`src/design/fir_convolution_filter_macros.svh`:
```
// ----------------------------------------------------------------------------
// fir_convolution_filter_macros.svh
// Assertion macros used by the FIR filter RTL.
// ----------------------------------------------------------------------------
`ifndef FIR_CONVOLUTION_FILTER_MACROS_SVH
`define FIR_CONVOLUTION_FILTER_MACROS_SVH

// same-cycle implication, clocked on clk, off during reset
`define FCF_ASSERT_NOW(label, ante, cons, msg) \
    label: assert property (@(posedge clk) disable iff (!rst_n) (ante) |-> (cons)) \
        else $error(msg);

// next-cycle implication, clocked on clk, off during reset
`define FCF_ASSERT_NEXT(label, ante, cons, msg) \
    label: assert property (@(posedge clk) disable iff (!rst_n) (ante) |=> (cons)) \
        else $error(msg);

`endif

```
`src/design/fcf_pkg.sv`:
```
// ----------------------------------------------------------------------------
// fcf_pkg
// Types and constants for the FIR convolution filter.
// ----------------------------------------------------------------------------
package fcf_pkg;

    localparam int MAX_TAPS        = 64;
    localparam int SAMPLE_BITS     = 16;
    localparam int COEF_BITS       = 16;
    localparam int OUT_BITS        = 37;
    localparam int TAP_COUNT_BITS  = 7;
    localparam int INDEX_BITS      = 6;
    localparam int PROD_BITS       = COEF_BITS + SAMPLE_BITS;
    localparam int CNT_BITS        = $clog2(MAX_TAPS + 2);

    localparam logic [TAP_COUNT_BITS-1:0] TAP_COUNT_RESET = 7'd64;

    localparam logic OP_COEF   = 1'b0;
    localparam logic OP_SAMPLE = 1'b1;

    typedef logic signed [SAMPLE_BITS-1:0] sample_t;
    typedef logic signed [COEF_BITS-1:0]   coef_t;
    typedef logic signed [PROD_BITS-1:0]   prod_t;
    typedef logic signed [OUT_BITS-1:0]    acc_t;
    typedef logic [CNT_BITS-1:0]           cnt_t;

    localparam cnt_t DONE_CNT = cnt_t'(MAX_TAPS + 1);

    typedef enum logic {
        ST_IDLE,
        ST_RUN
    } state_t;

    typedef struct packed {
        logic shift;
        logic clear;
        logic coef_we;
        logic tap_en;
    } cell_ctl_t;

endpackage

```
`src/design/fcf_cell.sv`:
```
// ----------------------------------------------------------------------------
// fcf_cell
// One tap of the filter: holds a coefficient and a history sample, passes the
// sample and a running sum of products on to the next tap.
// ----------------------------------------------------------------------------
module fcf_cell (
    input  logic              clk,
    input  logic              rst_n,
    input  fcf_pkg::cell_ctl_t ctl,
    input  fcf_pkg::coef_t    coef_in,
    input  fcf_pkg::sample_t  smp_in,
    input  fcf_pkg::acc_t     psum_in,
    output fcf_pkg::sample_t  smp_out,
    output fcf_pkg::acc_t     psum_out
);

    fcf_pkg::coef_t   coef_reg;
    fcf_pkg::sample_t smp_reg;
    fcf_pkg::prod_t   prod_reg;
    fcf_pkg::prod_t   prod_next;
    fcf_pkg::acc_t    psum_reg;
    fcf_pkg::acc_t    psum_next;

    always_ff @(posedge clk or negedge rst_n)
    begin
        if (!rst_n)
        begin
            coef_reg <= '0;
            smp_reg  <= '0;
        end
        else
        begin
            if (ctl.coef_we)
            begin
                coef_reg <= coef_in;
            end
            if (ctl.shift)
            begin
                smp_reg <= ctl.clear ? '0 : smp_in;
            end
        end
    end

    always_comb
    begin
        prod_next = ctl.tap_en ? fcf_pkg::prod_t'(coef_reg * smp_reg) : '0;
        psum_next = psum_in + fcf_pkg::acc_t'(prod_reg);
    end

    always_ff @(posedge clk)
    begin
        prod_reg <= prod_next;
        psum_reg <= psum_next;
    end

    assign smp_out  = smp_reg;
    assign psum_out = psum_reg;

endmodule

```
`config.mk`:
```
export PLATFORM = sky130hd
export DESIGN_NAME = fcf_cell
export DESIGN_NICKNAME = d
export VERILOG_FILES = /design/src/design/fir_convolution_filter_macros.svh /design/src/design/fcf_pkg.sv /design/src/design/fcf_cell.sv
export SDC_FILE = /design/constraint.sdc
export NUM_CORES = 1
export LEC_CHECK = 0
export BUFFER_PORTS_ARGS = -buffer_cell sky130_fd_sc_hd__buf_2
export CAP_MARGIN = 40
export CORE_MARGIN = 2
export CORE_UTILIZATION = 40
export DETAILED_ROUTE_END_ITERATION = 10
export PLACE_DENSITY = 0.65
export REMOVE_ABC_BUFFERS = 1
export SETUP_SLACK_MARGIN = 0.15
export SYNTH_ARGS = -nofsm -noshare
export SYNTH_HDL_FRONTEND = slang
export SYNTH_SLANG_ARGS = --single-unit
```
`constraint.sdc`:
```
create_clock -name clk -period 13.3 [get_ports clk]
set_clock_uncertainty 0.2 [all_clocks]
set_input_delay 2.66 -clock clk [delete_from_list [all_inputs] [get_ports clk]]
set_output_delay 2.66 -clock clk [all_outputs]
set_load 0.01 [all_outputs]
```
==> results of run 1 <==
==> critical path: stages (launching register included) <==
cell and delay, ns:
dfrtp_1 0.84, nand2_1 0.18, fa_1 0.58, inv_1 0.05
fa_1 0.50, inv_1 0.06, fa_1 0.52, inv_1 0.05
fa_1 0.39, fa_1 0.51, inv_1 0.05, fa_1 0.48
inv_1 0.04, ha_1 0.32, a21o_1 0.20, a221oi_2 0.35
o21bai_1 0.10, a31o_2 0.26, a221oi_2 0.46, o311ai_1 0.18
a21oi_1 0.19, xnor2_1 0.08, and2_1 0.15
==> cells in the final DEF, fill, tap and decap left out, drive strengths merged, types with 31 or more instances in the layout <==
cell	n
a21o	31
a21oi	50
and2	157
buf	128
dfrtp	32
dfxtp	69
fa	263
ha	118
inv	315
nand2	138
nor2	42
o21ai	51
xnor2	44
==> area by class of cell <==
type                       instances  share of cell area [%]
clock buffer                       9                    1.43
clock inverter                     7                   0.412
inverter                         311                    7.40
multi-input combinational       1067                    69.2
sequential                       101                    13.8
tap                              461                    3.66
timing repair buffer             128                    4.08
==> report_power, final <==
part,total (µW),switching (µW),internal (µW)
Combinational,3620,1980,1650
Clock,264,133,132
Sequential,505,75.8,429
Total,4390,2190,2210
==> through the flow <==
step	cell area [µm²]	utilization (%)	total power, µW	std cells	setup slack, ns
2_1_floorplan	14300	-	3310	1479	7.12
3_3_place_gp	15500	43.5	4070	2068	6.56
3_5_place_dp	15500	43.5	4140	2068	6.44
4_1_cts	15800	44.4	4430	2084	6.41
5_1_grt	15800	44.4	4930	2084	6.09
6_report	15800	44.4	4390	2084	6.46
==> layer usage <==
metal,wire length [µm],up-vias
met5,0,-
met3,1360,36
met2,16400,226
met1,15400,5211
li1,-,4918
met4,521,0
==> worst paths after layout <==
kind | slack (ns) | to | from
worst min-delay path | 0.25 | psum_out[0] | prod_reg[0]
worst max register to register | 6.46 | prod_reg[30] | smp_out[7]
min in group asynchronous | 2.13 | smp_out[7] | rst_n
worst max-delay path | 6.46 | prod_reg[30] | smp_out[7]
worst min register to register | 0.25 | psum_out[0] | prod_reg[0]
max in group asynchronous | 10.31 | coef_reg[15] | rst_n
==> cell families (layout without fill, tap and decap cells) <==
kind of cell,Yosys count,in the layout
and+or+nand+nor,406,406
buffers and inverters,357,455
AOI/OAI and AO/OA,204,204
xor gates and xnor gates,58,58
DFF,101,101
muxes,18,18
adders and majority gates,381,381
==> results.md, run 1 <==
- Worst setup SP type: flop
- Max-slew headroom: between 40% and 50%
- Total Routing Usage GR: approximately a fifth
- Worst r2r path cells: 22
- Worst path arrival time: between 6 and 7 ns
- Worst-Skew Late Latency: about 0.38 ns
- Initial Util: 40.6%
- Global routing's busiest layer: met2
- Synthesis-to-finish area growth: 9.25%
- GRT overflow: 0
- Worst path required time: between 10 and 15 ns
- Worst vdd rail ir drop: roughly 0.00025 V
- TritonCTS clock tree: built
- Cells after Synth: approximately 1.5k
- Post-route ant nets: 0
- Routed WL per cell: between 15 and 20 µm
- Hold slack: approximately 0.25 ns
- Post-Syn Area: 0.0144 mm²
- Vias: around 10k
- Worst setup EP type: flop
- Crit path kind: reg -> reg
- Status: finished clean
- Hold Crit Depth: 1
- GR Util met2: around a third
- Met1 GRT Util: ~25%
- Clock tree buffer depth: 2
- Row count: 69
- Inserted Clock Buffers: 9
- Global-route wire length before repair: 57,200 µm
- CTS Hold Bufs: 0
- Synth area leaders: fa_1 (36%), ha_1 (10%), dfxtp_1 (9.6%), inv_1 (8.1%), and2_1 (6.8%)
- Die extent in y: just under 200 µm
- I/O Buffers: approximately 130
- CP Max Fanout: 18
- Clock sinks: 101
- Leak pwr: 0.00807 µW
- Largest family of logic cells by synthesized area: adder cells
- Compound-gate portion of the synthesized area: 9.53%
- Root Buffer: clkbuf_16
- Post-CTS Repair Setup Buffers: 0
- Die area: about 0.038 mm²
- Yosys top cell area share: a little over a third
- Max-cap violations: 0
- Period minus WS final: roughly 7 ns
- Initial antenna violation count: 0
- Fin nets: between 2k and 2.5k
- Core ar.: ~0.036 mm²
- FFs w/ async S/R, synth: a little under a third
- Post-synth top flop: dfxtp_1
- Post-Synth Simple-Gate Area: about 14%
- Reg area: ~0.0022 mm²
- Via density: approximately 5
- RePlAce Congestion: around 0.88
- Final slew viol count: 0
- Hold/Removal Path Class: reg -> reg
- Hold Fails Final Rpt: 0
- RSZ-0062 raised after global routing: false
- DIE WIDTH: 194 µm
- Total Wirelength: 33,700 µm
- Synth cell count leaders: inv_1 (311), fa_1 (263), and2_1 (157)
- Met3 usage: 2.84%
- Post-CTS sizing: 0
- DRT Pass-1 Iters: 5
- Worst slew pin tran: between 0.7 and 0.8 ns
- Fmax: around 150 MHz
- Clock transition at path regs: approximately 0.080 ns
- Setup TNS Final: 0 ns
- Synth Warn #: 0
- FILL cells: between 3k and 4k
- Vias in the first global route: about 11k
- Post-Synth Adder-Cell Area: between 40 and 50%
- H-tree depth: 3
- Number of synthesized register bits: between 100 and 150
- Dpl hpwl: about 28,000 µm
- Layout cells sized above 1: 10.5%
- Period utilization: 51.4%
- Number of flip-flops under the largest register name: 37
- Iteration-0 DRC Markers: 580
- DRC Markers: 0
- Synth unique cells: 57
- Largest net degree at the start of global routing: 33
- Multiplexer share of the synthesized area: around 1.4%
- IO Pins: about 130
- Area occupied by multi-input gates: around 0.011 mm²
- # setup viols final: 0
- Dominant cell by count in the synthesized netlist: inv_1
- Cell taking the most area after synthesis: fa_1
- Post-synth EDFFs: 0
- Xor/xnor share of the synthesized area: 3.52%
- Syn Area/Cell: 9.47 µm²
- Antenna fix cells: 0
- Register area share after synthesis: between 15 and 20%
- P per Cell Area: about 280 mW/mm²
No activity file was read; power rests on OpenSTA's default activity.
==> run 2, diff against run 1 <==
--- a/config.mk
+++ b/config.mk
@@ -5,6 +5,7 @@
 export SDC_FILE = /design/constraint.sdc
 export NUM_CORES = 1
 export LEC_CHECK = 0
+export ABC_AREA = 1
 export BUFFER_PORTS_ARGS = -buffer_cell sky130_fd_sc_hd__buf_2
 export CAP_MARGIN = 40
 export CORE_MARGIN = 2
==> constraint.sdc (replaced) <==
create_clock -name clk -period 6.8 [get_ports clk]
set_clock_uncertainty 0.2 [all_clocks]
set_input_delay 1.36 -clock clk [delete_from_list [all_inputs] [get_ports clk]]
set_output_delay 1.36 -clock clk [all_outputs]
set_load 0.01 [all_outputs]
==> results.md, run 2 <==
- Fmax: 156 MHz (+7.0%)
- Dpl hpwl: 37,300 µm (+34%)
- Largest net degree at the start of global routing: 33 (unchanged)
- IO Pins: 128 (unchanged)
- Critical-path cell list: nand2_1 -> fa_1 -> inv_1 -> fa_1 -> buf_4 -> fa_1 -> fa_1 -> fa_1 -> inv_1 -> fa_1 -> inv_1 -> ha_1 -> nand2_1 -> nor2_1 -> nand2_1 -> nor3_1 -> nand2_1 -> nand4_1 -> nand2_1 -> nor2_1
- # setup viols final: 0 (unchanged)
- Commonest non-fill, non-tap cell in the layout: nand2_1
- Row count: 73 (+5.8%)
- Clock sinks: 101 (unchanged)
- Worst setup EP type: flop
- RePlAce Congestion: 0.899 (+2.6%)
- Setup TNS Final: 0 ns (unchanged)
- Iteration-0 DRC Markers: 803 (+38%)
- Die extent in y: 205 µm (+5.8%)
- Inserted Clock Buffers: 9 (unchanged)
- I/O Buffers: 127 (unchanged)
- Placed Cells: 2,815 (+36%)
- CP Max Fanout: 18 (unchanged)
- Max-cap violations: 0 (unchanged)
- Period minus WS final: 6.39 ns (-0.450 ns)
- Post-CTS sizing: 0 (unchanged)
- Clock tree buffer depth: 2 (unchanged)
- Antenna fix cells: 0 (unchanged)
- Layout cells sized above 1: 8.24% (-2.3 points)
- Cells after Synth: 2,224 (+46%)
- GRT overflow: 0 (unchanged)
- Final slew viol count: 0 (unchanged)
- Yosys top cell area share: 32.5% (-4.0 points)
- Crit path kind: reg -> reg
- Clock transition at path regs: 0.08 ns (about the same)
- Fin nets: 2,757 (+33%)
- Synth unique cells: 37 (-35%)
- Worst-Skew Late Latency: 0.40 ns (+0.02 ns)
- DRC Markers: 0 (unchanged)
- Worst slew pin tran: 0.818 ns (+0.0488 ns)
- Via density: 4.78 (-4.2%)
- Die area: 0.0422 mm² (+12%)
- H-tree depth: 3 (unchanged)
- Status: finished clean
- Initial antenna violation count: 0 (unchanged)
- Post-synth top flop: dfxtp_1
- Synth cell count leaders: nand2_1 (625), inv_1 (581), fa_1 (263)
- Most frequent cells in the layout: nand2_1 (625), inv_1 (581), fa_1 (263)
- Synth area leaders: fa_1 (32%), nand2_1 (14%), inv_1 (13%), ha_1 (9.1%), dfxtp_1 (8.5%)
- CTS Hold Bufs: 0 (unchanged)
- Synthesis-to-finish area growth: 8.60%
- Root Buffer: clkbuf_16
- FFs w/ async S/R, synth: 31.7% (unchanged)
- TritonCTS clock tree: built
- Post-synth EDFFs: 0 (unchanged)
- Global-route wire length before repair: 73,100 µm (+28%)
- DRT Pass-1 Iters: 5 (unchanged)
- Post-Syn Area: 0.0162 mm² (+12%)
- Initial Util: 40.6% (about the same)
- Worst path arrival time: 6.49 ns (-0.42 ns)
- Syn Area/Cell: 7.29 µm² (-23%)
- Post-route setup slack: 0.408 ns (-6.05 ns)
- DIE WIDTH: 205 µm (+5.8%)
- Max-slew headroom: 45.5% (-3.3 points)
- Post-CTS Repair Setup Buffers: 0 (unchanged)
- Worst path most repeated cell: fa_1
- Hold Fails Final Rpt: 0 (unchanged)
- Vias: 13.5k (+30%)
- Final non-filler cell total: 2,831 (+36%)
- Total Wirelength: 43,900 µm (+30%)
- Post-route ant nets: 0 (unchanged)
- Period utilization: 94.0% (+43 points)
- Number of flip-flops under the largest register name: 37 (unchanged)
- Routed WL per cell: 15.5 µm (-4.1%)
- Slowest cell on crit path: dfrtp_1
- Crit path largest cell delay: 0.87 ns (+0.03 ns)
- Vias in the first global route: 14.6k (+32%)
- Dominant cell by count in the synthesized netlist: nand2_1
- Register area share after synthesis: 13.5% (-1.7 points)
- Core ar.: 0.0399 mm² (+12%)
- Worst setup SP type: flop
- Synth Warn #: 0 (unchanged)
- Hold/Removal Path Class: reg -> reg
- Cell taking the most area after synthesis: fa_1
- Pre-CTS setup slack: 0.470 ns (-5.97 ns)
- Number of synthesized register bits: 101 (unchanged)
- RSZ-0062 raised after global routing: false
- Total Routing Usage GR: 22.3% (+3.4 points)
- Worst path required time: 6.90 ns (-6.47 ns)
[run 2: cell types whose count changed in the layout (fill, tap and decap cells not counted), moves of 27 or more]
cell     delta
inv_1     +270
and2_1    -153
nand2_1   +488
xnor2_1    -38
nor2_1    +101
nand3_1    +72
a21o_1     -27
[run 2: area by class of cell]
type | instances | area, µm²
repair buffers | 136 | 703
well taps | 525 | 657
multi-input cells | 1468 | 11600
inverters | 585 | 2200
clock buffers | 9 | 225
fillers | 4089 | 22300
clock inverters | 7 | 71.3
flip-flops and latches | 101 | 2180
[run 2: worst paths after layout]
kind | start | end | slack, ns | cells after the start
max reg2reg | smp_out[5] | prod_reg[28] | 0.41 | 20
max | smp_out[5] | prod_reg[28] | 0.41 | 20
min in group asynchronous | rst_n | coef_reg[13] | 0.80 | 1
max in group asynchronous | rst_n | smp_out[7] | 5.07 | 1
min reg2reg | prod_reg[0] | psum_out[0] | 0.27 | 1
min | prod_reg[0] | psum_out[0] | 0.27 | 1
[run 2: critical path, delay by kind of cell (launching register included)]
| kind | cells | cell delay, ns |
|---|---|---|
| simple gates | 9 | 1.45 |
| flops | 1 | 0.87 |
| buf+inv | 4 | 0.34 |
| fa+ha+maj | 7 | 3.43 |
[run 2: stage by stage]
| step | utilization, % | cell area [µm²] | hold slack, ns |
|---|---|---|---|
| after floorplan | - | 16000 | 0.220 |
| after global placement | 43.4 | 17300 | 0.230 |
| after detailed placement | 43.4 | 17300 | 0.240 |
| after CTS | 44.1 | 17600 | 0.267 |
| after global routing | 44.1 | 17600 | 0.295 |
| final | 44.1 | 17600 | 0.266 |
[run 2: cells by family (layout without fill, tap and decap cells)]
family	count (synthesis)	in the layout	share of synthesized area, %
buf+inv	655	737	15.2
fa+ha+maj	381	381	41.6
flops	101	101	13.5
compound gates	143	143	5.00
simple gates	905	905	22.5
xor+xnor	26	26	1.40
mux	13	13	0.903
[run 2: routing by layer]
layer / part of all wire [%] / global-route usage (%) / up-vias
met5: 0 / 0 / -
met4: 3.0 / 7.35 / 0
met3: 5.3 / 3.20 / 82
met2: 49 / 39.9 / 404
met1: 43 / 27.6 / 6414
li1: - / - / 6621
Power of run 2 is left out: the tool's default activity adds up to more than one toggle a clock period on the data nets, which glitch-free logic cannot reach.
==> run 3, diff against run 2 <==
--- a/config.mk
+++ b/config.mk
@@ -5,10 +5,9 @@
 export SDC_FILE = /design/constraint.sdc
 export NUM_CORES = 1
 export LEC_CHECK = 0
-export ABC_AREA = 1
 export BUFFER_PORTS_ARGS = -buffer_cell sky130_fd_sc_hd__buf_2
 export CAP_MARGIN = 40
-export CORE_MARGIN = 2
+export CORE_MARGIN = 3
 export CORE_UTILIZATION = 40
 export DETAILED_ROUTE_END_ITERATION = 10
 export PLACE_DENSITY = 0.65
==> results.md, run 3 (synthesis results as in run 1) <==
- Worst vdd rail ir drop: about 0.00056 V
- Row count: 68 (-6.8%)
- Critical-path cell list: and2_1 -> fa_1 -> inv_1 -> fa_1 -> fa_1 -> fa_1 -> inv_1 -> fa_1 -> fa_1 -> ha_2 -> nand2_2 -> or4_1 -> nand3_1 -> a21oi_2 -> o311ai_4 -> a311oi_4 -> o31ai_2 -> xnor2_1 -> and2_1
- Fmax: 156 MHz (-0.32%)
- DRC Markers: 0 (unchanged)
- CTS Hold Bufs: 0 (unchanged)
- FILL cells: 3,406 (-17%)
- Period minus WS final: 6.41 ns (+0.0207 ns)
- Setup TNS Final: 0 ns (unchanged)
- Hold/Removal Path Class: reg -> reg
- Period utilization: 94.3% (+0.30 points)
- Reg area: 0.00221 mm² (+0.97%)
- Area occupied by multi-input gates: 0.0109 mm² (-5.5%)
- Fin nets: 2,113 (-23%)
- Total Routing Usage GR: 18.8% (-3.5 points)
- Crit path largest cell delay: 0.56 ns (-0.31 ns)
- Root Buffer: clkbuf_16
- Worst-Skew Late Latency: 0.39 ns (about the same)
- Max-slew headroom: 51.2% (+5.7 points)
- Post-route ant nets: 0 (unchanged)
- Largest net degree at the start of global routing: 33 (unchanged)
- TritonCTS clock tree: built
- Final slew viol count: 0 (unchanged)
- Core ar.: 0.0351 mm² (-12%)
- Status: finished clean
- GRT overflow: 0 (unchanged)
- Routed WL per cell: 16.2 µm (+4.2%)
- RSZ-0062 raised after global routing: false
- IO Pins: 128 (unchanged)
- Initial Util: 41.2% (+0.57 points)
- Dpl hpwl: 29,000 µm (-22%)
- Synthesis-to-finish area growth: 11.5%
- Vias in the first global route: 11.5k (-21%)
- Inserted Clock Buffers: 9 (unchanged)
- Worst slew pin tran: 0.732 ns (-0.0860 ns)
- Die extent in y: 196 µm (-4.5%)
- Critical path's top delay family: adder cells
- Worst setup EP type: flop
- Initial antenna violation count: 0 (unchanged)
- CP Max Fanout: 12 (-6)
- P per Cell Area: 546 mW/mm²
- Via density: 4.93 (+3.3%)
- Iteration-0 DRC Markers: 465 (-42%)
- Worst path arrival time: 6.48 ns (about the same)
- Clock tree buffer depth: 2 (unchanged)
- Util after Layout: 45.9% (+1.8 points)
- Layout cells sized above 1: 13.7% (+5.5 points)
- DIE WIDTH: 196 µm (-4.5%)
- Clock transition at path regs: 0.07 ns (about the same)
- Number of flip-flops under the largest register name: 37 (unchanged)
- Total Wirelength: 34,200 µm (-22%)
- Slowest cell on crit path: dfrtp_4
- Crit path kind: reg -> reg
- Reg2reg setup slack: 0.39 ns (-0.02 ns)
- I/O Buffers: 127 (unchanged)
- Leak pwr: between 0.008 and 0.009 µW
- # setup viols final: 0 (unchanged)
- Worst path most repeated cell: fa_1
- Most frequent cells in the layout: inv_1 (311), fa_1 (261), and2_1 (157)
- Vias: 10.4k (-23%)
- Worst setup SP type: flop
- Worst path required time: 6.87 ns (-0.03 ns)
- RePlAce Congestion: 0.866 (-3.7%)
- DRT Pass-1 Iters: 5 (unchanged)
- Global-route wire length before repair: 58,200 µm (-20%)
- Commonest non-fill, non-tap cell in the layout: inv_1
- Max-cap violations: 0 (unchanged)
- Antenna fix cells: 0 (unchanged)
- Hold Fails Final Rpt: 0 (unchanged)
- Crit path buf inv count: 2 (-2)
- H-tree depth: 3 (unchanged)
- Clock sinks: 101 (unchanged)
- Die area: 0.0384 mm² (-8.9%)
-- run 3: cell types whose count changed in the layout (fill, tap and decap cells not counted), sizes merged, moves of 27 or more --
cell / before / now
buf: 136 / 167
a21o: 4 / 31
nand3: 84 / 11
nor2: 148 / 42
nand2: 632 / 138
inv: 586 / 315
xnor2: 6 / 44
and2: 4 / 157
-- run 3: metal layers --
metal / vias up / track usage [%] / routed length, µm
met5: - / 0 / 0
met4: 0 / 4.22 / 415
met3: 28 / 2.37 / 1150
met2: 203 / 33.4 / 17000
met1: 5238 / 24.7 / 15600
li1: 4978 / - / -
-- run 3: repair_timing --
item | 4_1_cts | 5_1_grt
cloned | 0 | 0
pin swaps | 0 | 3
setup buffers | 0 | 6
endpoints found under the setup margin | 1 | 9
gates resized for setup | 1 | 20
-- run 3: final timing paths --
path	cells past startpoint	end	startpoint
setup / recovery	19	prod_reg[31]	coef_reg[6]
hold / removal	1	psum_out[0]	prod_reg[0]
setup reg to reg	19	prod_reg[31]	coef_reg[6]
hold reg to reg	1	psum_out[0]	prod_reg[0]
max in group asynchronous	1	coef_reg[6]	rst_n
min in group asynchronous	1	coef_reg[8]	rst_n
-- run 3: layout make-up --
class / count / area share (%)
clock inverters: 7 / 0.412
flip-flops and latches: 101 / 13.7
clock buffers: 9 / 1.40
repair buffers: 167 / 5.81
multi-input cells: 1067 / 67.9
inverters: 311 / 7.25
well taps: 455 / 3.53
-- run 3: through the flow --
| step | setup WS [ns] | hold slack (ns) | power, µW | cell area (µm²) | std cells |
|---|---|---|---|---|---|
| 3_5_place_dp | 0.165 | 0.250 | 8130 | 15700 | 2095 |
| 5_1_grt | 0.154 | 0.302 | 9900 | 16100 | 2117 |
| 2_1_floorplan | 0.622 | 0.220 | 6470 | 14300 | 1479 |
| 3_3_place_gp | 0.339 | 0.224 | 8020 | 15700 | 2095 |
| 6_report | 0.387 | 0.264 | 8800 | 16100 | 2117 |
| 4_1_cts | 0.167 | 0.269 | 8730 | 16000 | 2111 |
-- run 3: power by group --
group	internal, µW	switching (µW)
logic	3350	3980
registers	843	102
clock network	258	266
